--- config.mk ---
export PLATFORM = sky130hd
export DESIGN_NAME = smx_iter_unit
export DESIGN_NICKNAME = d
export VERILOG_FILES = /design/src/rtl/smx_pkg.sv /design/src/rtl/smx_iter_unit.sv
export SDC_FILE = /design/constraint.sdc
export NUM_CORES = 2
export LEC_CHECK = 0
export BUFFER_PORTS_ARGS = -buffer_cell sky130_fd_sc_hd__buf_4
export CORE_MARGIN = 1.5
export CORE_UTILIZATION = 55
export CTS_BUF_LIST = sky130_fd_sc_hd__clkbuf_8 sky130_fd_sc_hd__clkbuf_16
export CTS_CLUSTER_DIAMETER = 120
export CTS_CLUSTER_SIZE = 12
export DETAILED_ROUTE_END_ITERATION = 10
export GPL_TIMING_DRIVEN = 0
export PLACE_DENSITY = 0.72
export SLEW_MARGIN = 20
export SYNTH_ARGS = -nofsm -noshare
export SYNTH_HDL_FRONTEND = slang
export SYNTH_SLANG_ARGS = --single-unit
--- constraint.sdc ---
create_clock -name clk -period 18.7 [get_ports clk]
set_clock_uncertainty 0.15 [all_clocks]
set_input_delay 0.935 -clock clk [delete_from_list [all_inputs] [get_ports clk]]
set_output_delay 0.935 -clock clk [all_outputs]
set_load 0.005 [all_outputs]
--- src/rtl/smx_pkg.sv ---
// smx_pkg: opcodes, status codes, controller states and the request struct
// shared by the stack machine execute unit. No dependencies.
package smx_pkg;

  typedef enum logic [4:0] {
    OP_PUSH  = 5'd0,  OP_PUSHR = 5'd1,  OP_POP  = 5'd2,  OP_POPR = 5'd3,
    OP_SQRT  = 5'd4,  OP_RET   = 5'd5,  OP_IN   = 5'd6,  OP_JMP  = 5'd7,
    OP_CALL  = 5'd8,  OP_ADD   = 5'd9,  OP_SUB  = 5'd10, OP_MUL  = 5'd11,
    OP_DIV   = 5'd12, OP_MOD   = 5'd13, OP_JB   = 5'd14, OP_JBE  = 5'd15,
    OP_JA    = 5'd16, OP_JAE   = 5'd17, OP_JE   = 5'd18, OP_JNE  = 5'd19,
    OP_OUT   = 5'd20, OP_OUTC  = 5'd21, OP_PUSHM = 5'd22, OP_POPM = 5'd23,
    OP_HLT   = 5'd24
  } opcode_t;

  localparam logic [2:0] ST_OK        = 3'd0;
  localparam logic [2:0] ST_UNDERFLOW = 3'd1;
  localparam logic [2:0] ST_OVERFLOW  = 3'd2;
  localparam logic [2:0] ST_DIVZERO   = 3'd3;
  localparam logic [2:0] ST_NEGSQRT   = 3'd4;
  localparam logic [2:0] ST_BADTGT    = 3'd5;
  localparam logic [2:0] ST_HALT      = 3'd6;

  localparam logic [1:0] KIND_NONE = 2'd0;
  localparam logic [1:0] KIND_NUM  = 2'd1;
  localparam logic [1:0] KIND_CHR  = 2'd2;

  localparam logic [16:0] CODE_LEN_RESET = 17'd65536;

  typedef enum logic [2:0] {
    S_IDLE, S_READ, S_MEM, S_EXEC, S_ITER, S_DONE
  } state_t;

  // request to the iterative arithmetic unit
  typedef struct packed {
    logic        start;
    logic        is_sqrt;
    logic        want_mod;
    logic [31:0] a;
    logic [31:0] b;
  } itu_req_t;

endpackage

--- src/rtl/smx_iter_unit.sv ---
// smx_iter_unit: bit-serial signed divide/modulo and rounded square root.
// Depends on smx_pkg. One bit per cycle; 32 quotient bits for divide, 16 root bits for sqrt.
module smx_iter_unit import smx_pkg::*; (
  input  logic        clk,
  input  logic        rst_n,
  input  itu_req_t    req,
  output logic        done,
  output logic [31:0] result
);
  logic        busy_r, sqrt_r, mod_r, na_r, nq_r;
  logic [5:0]  cnt_r;
  logic [31:0] num_r, den_r, quo_r, rem_r, x_r;
  logic [32:0] trial;
  logic [33:0] strial;
  logic [33:0] srem;
  logic [31:0] ma, mb;
  logic [31:0] root_fix;

  assign ma = req.a[31] ? 32'd0 - req.a : req.a;
  assign mb = req.b[31] ? 32'd0 - req.b : req.b;
  // divide: shift in next dividend bit
  assign trial  = {rem_r, num_r[31]} - {1'b0, den_r};
  // sqrt: remainder with two new bits, trial = 4q+1 (q the partial root)
  assign srem   = {rem_r, num_r[31:30]};
  assign strial = srem - {quo_r, 2'b01};
  assign root_fix = ((x_r - quo_r * quo_r) > quo_r) ? quo_r + 32'd1 : quo_r;

  always_ff @(posedge clk) begin
    if (!rst_n) begin
      busy_r <= 1'b0;
      done   <= 1'b0;
    end else begin
      done <= 1'b0;
      if (req.start) begin
        busy_r <= 1'b1;
        sqrt_r <= req.is_sqrt;
        mod_r  <= req.want_mod;
        na_r   <= req.a[31];
        nq_r   <= req.a[31] ^ req.b[31];
        num_r  <= req.is_sqrt ? req.a : ma;
        x_r    <= req.a;
        den_r  <= mb;
        quo_r  <= '0;
        rem_r  <= '0;
        cnt_r  <= req.is_sqrt ? 6'd16 : 6'd32;
      end else if (busy_r) begin
        if (cnt_r == 6'd0) begin
          busy_r <= 1'b0;
          done   <= 1'b1;
          if (sqrt_r)      result <= root_fix;
          else if (mod_r)  result <= na_r ? 32'd0 - rem_r : rem_r;
          else             result <= nq_r ? 32'd0 - quo_r : quo_r;
        end else begin
          cnt_r <= cnt_r - 6'd1;
          if (sqrt_r) begin
            num_r <= {num_r[29:0], 2'b00};
            if (!strial[33]) begin
              rem_r <= strial[31:0];
              quo_r <= {quo_r[30:0], 1'b1};
            end else begin
              rem_r <= srem[31:0];
              quo_r <= {quo_r[30:0], 1'b0};
            end
          end else begin
            num_r <= {num_r[30:0], 1'b0};
            if (!trial[32]) begin
              rem_r <= trial[31:0];
              quo_r <= {quo_r[30:0], 1'b1};
            end else begin
              rem_r <= {rem_r[30:0], num_r[31]};
              quo_r <= {quo_r[30:0], 1'b0};
            end
          end
        end
      end
    end
  end
endmodule

==> impl_metrics.csv <==
group,metric,value,unit
run_status,outcome,"completed",
clock_tree,holdBufCountCts,0,
drt,wl_per_cell,20.98,um
global_routing,first_global_vias,24990,
place,gp_congestion,0.9645,
timing,fin_crit_sh,0.6891,
min_path,hp-class,"flop to flop",
clock_tree,clkLatencyLatePin,0.53,ns
place,portBuffers,100,
critical_path,crit_end,"result[15]",
layout,area_growth,7.842,%
timing,rsz0062_at_grt,"false",
logic_synthesis,syn_nets,4142,
clock_tree,clock_sinks,203,
layout,final_cells,4274,
drt,drt-vias-per-instance,5.709,
floorplanning,fp.dieH,239.9,um
clock_tree,clkTransAtPathRegs,0.07,ns
critical_path,crit_type,"flop to flop",
logic_synthesis,synth-edff-count,201,
global_routing,grt_max_degree,36,
timing,fin_hold_ws,0.3695,ns
timing,tns,0,ns
logic_synthesis,avgSynthCellArea,9.120,um^2
logic_synthesis,synth_flop_cell,"edfxtp_1",
floorplanning,die_area,57560,um^2
timing,hold_violations,0,
clock_tree,numCtsBuffers,20,
global_routing,grt_pass1_wl,139800,um
clock_tree,cts_setup_buffers,0,
layout,fillCellCount,4931,
logic_synthesis,synth-seq-cells,203,
logic_synthesis,yosysMostFrequentCell,"inv_1",
critical_path,path_max_fanout,11,
floorplanning,dieWidth,239.9,um
global_routing,antenna_found_initial,1,
critical_path,r2r-start,"quo_r[2]",
critical_path,reg2reg_depth,37,
critical_path,endpoint_kind,"flop",
timing,setup_violations,0,
drt,vias,24400,
critical_path,r2r_slack,5.81,ns
place,place_ws,6.279,ns
clock_tree,cts_root_buf,"clkbuf_16",
drt,totalWireLength,89690,um
drt,ant_nets,0,
layout,finalNetCount,4275,
logic_synthesis,synth_common_cells,"740 x inv_1, 417 x fa_1, 321 x nand2_1, 271 x ha_1, 212 x nor2_1",
place,place_inst,4244,
drt,drcViolationCount,0,
timing,slew_viol_final,0,
critical_path,worstPathRequired,18.72,ns
layout,n_antenna_cell,0,
clock_tree,clockBufferDepth,3,
timing,max-slew-margin-rel,0.1682,
logic_synthesis,synth_top_area_frac,0.2704,
logic_synthesis,ys_types,81,
timing,worst_slew_pin_slew,1.248,ns
logic_synthesis,synth.area.top_cells,"fa_1 27%, edfxtp_1 20%, ha_1 11%",
critical_path,cpMostUsedCell,"fa_1",
logic_synthesis,synthesis.area,30870,um^2
critical_path,slowest_delay,0.87,ns
global_routing,grt_util_all_layers,0.3212,
logic_synthesis,async_reset_ff_frac,0,
global_routing,overflow,0,
timing,setup_ws,5.814,ns
critical_path,slowest_stage,"a221oi_1",
timing,min_period,12.89,ns
logic_synthesis,seq_area_frac_synth,0.1968,
critical_path,cp.arrival,12.91,ns
logic_synthesis,syn_inst,3385,
layout,drive_above_1_share,0.04991,
critical_path,crit_path_start,"quo_r[2]",
clock_tree,h-tree-depth,1,
floorplanning,start_util,0.5582,
clock_tree,tritoncts,"yes",
floorplanning,io_pins,102,
logic_synthesis,yosysWarningCount,0,
flow_run,cap_violations,0,
logic_synthesis,synth_top_area_cell,"fa_1",
drt,dr.pass1.iters,6,
clock_tree,cts_resized,0,
floorplanning,num_rows,86,
drt,drt_iter0_drc,2331,
timing,fmaxAchievable,77.60,MHz
place,dp_hpwl,73880,um
critical_path,startpoint_type,"flop",
floorplanning,core_area,55310,um^2
critical_path,r2r-end,"result[15]",
metrics by stage:
step	cell area [um^2]	util
detailed placement	32740	0.5920
finish	33290	0.6019
global placement	32560	0.5887
floorplan	30870	-
CTS	33290	0.6019
global route	33290	0.6019
state kept, by name (all words and copies together), names as in the netlist:
signal and count:
result 32, done 1, nq_r 1, quo_r 32, busy_r 1, mod_r 1, na_r 1, sqrt_r 1
num_r 32, den_r 32, x_r 31, rem_r 32, cnt_r 6
worst max-delay path: cells and delay by family (launching register included):
family / cells / cell delay (ns)
fa+ha+maj: 10 / 4.41
compound gates: 15 / 4.34
buf+inv: 9 / 2.14
simple gates: 3 / 1.09
flops: 1 / 0.39
cells by family (layout without fill, tap and decap cells):
group,Yosys count,after routing,synth area share
AOI/OAI and AO/OA,536,536,0.1141
xor gates and xnor gates,226,226,0.06412
adders and majority gates,688,688,0.3803
buffers and inverters,871,1012,0.1061
DFF,203,203,0.1968
muxes,67,67,0.02185
and+or+nand+nor,794,794,0.1168
worst min path at each step:
| stage | start | endpoint | slack, ns | depth (start not counted) |
|---|---|---|---|---|
| floorplan | busy_r | done | 0.30 | 2 |
| global placement | busy_r | done | 0.32 | 2 |
| detailed placement | busy_r | done | 0.37 | 2 |
| CTS | busy_r | done | 0.38 | 2 |
| global route | busy_r | done | 0.41 | 2 |
| finish | busy_r | done | 0.37 | 2 |
layout make-up:
type / count / area, um^2 / area share
Timing Repair Buffer: 111 / 914.6 / 0.02747
Multi-Input combinational cell: 2311 / 21540 / 0.6470
Inverter: 754 / 2830 / 0.08501
Clock buffer: 20 / 500.5 / 0.01503
Clock inverter: 10 / 50.05 / 0.001503
Sequential cell: 203 / 6076 / 0.1825
Buffer: 117 / 444.2 / 0.01334
Tap cell: 748 / 935.9 / 0.02811
layer usage:
layer | wire (um) | up-vias | share of wire | GRT usage
met4 | 5725 | 2 | 0.064 | 0.1786
met2 | 41160 | 1091 | 0.46 | 0.5289
met5 | 13 | - | 0.00014 | 0
met1 | 35470 | 11830 | 0.40 | 0.4093
li1 | - | 11250 | - | -
met3 | 7314 | 230 | 0.082 | 0.04512
cells in the final DEF, fill, tap and decap left out, types with 16 or more instances in the layout:
cell,instances
nand3_1,36
xor2_1,56
a21o_1,44
nand2_1,321
fa_1,417
or4_1,20
nor3_1,46
nor2_1,212
mux2i_1,64
inv_1,749
nand4_1,24
o21ai_0,119
ha_1,271
o22ai_1,27
clkbuf_16,20
clkbuf_1,97
o21a_1,27
buf_1,16
buf_4,105
or3_1,25
xnor2_1,170
edfxtp_1,201
o31ai_1,26
and3_1,18
nand2b_1,18
o211ai_1,16
a211oi_1,23
a21oi_1,120
Power is not shown: default switching activity piles up to over one toggle a cycle in this logic, so the estimate is an artifact.
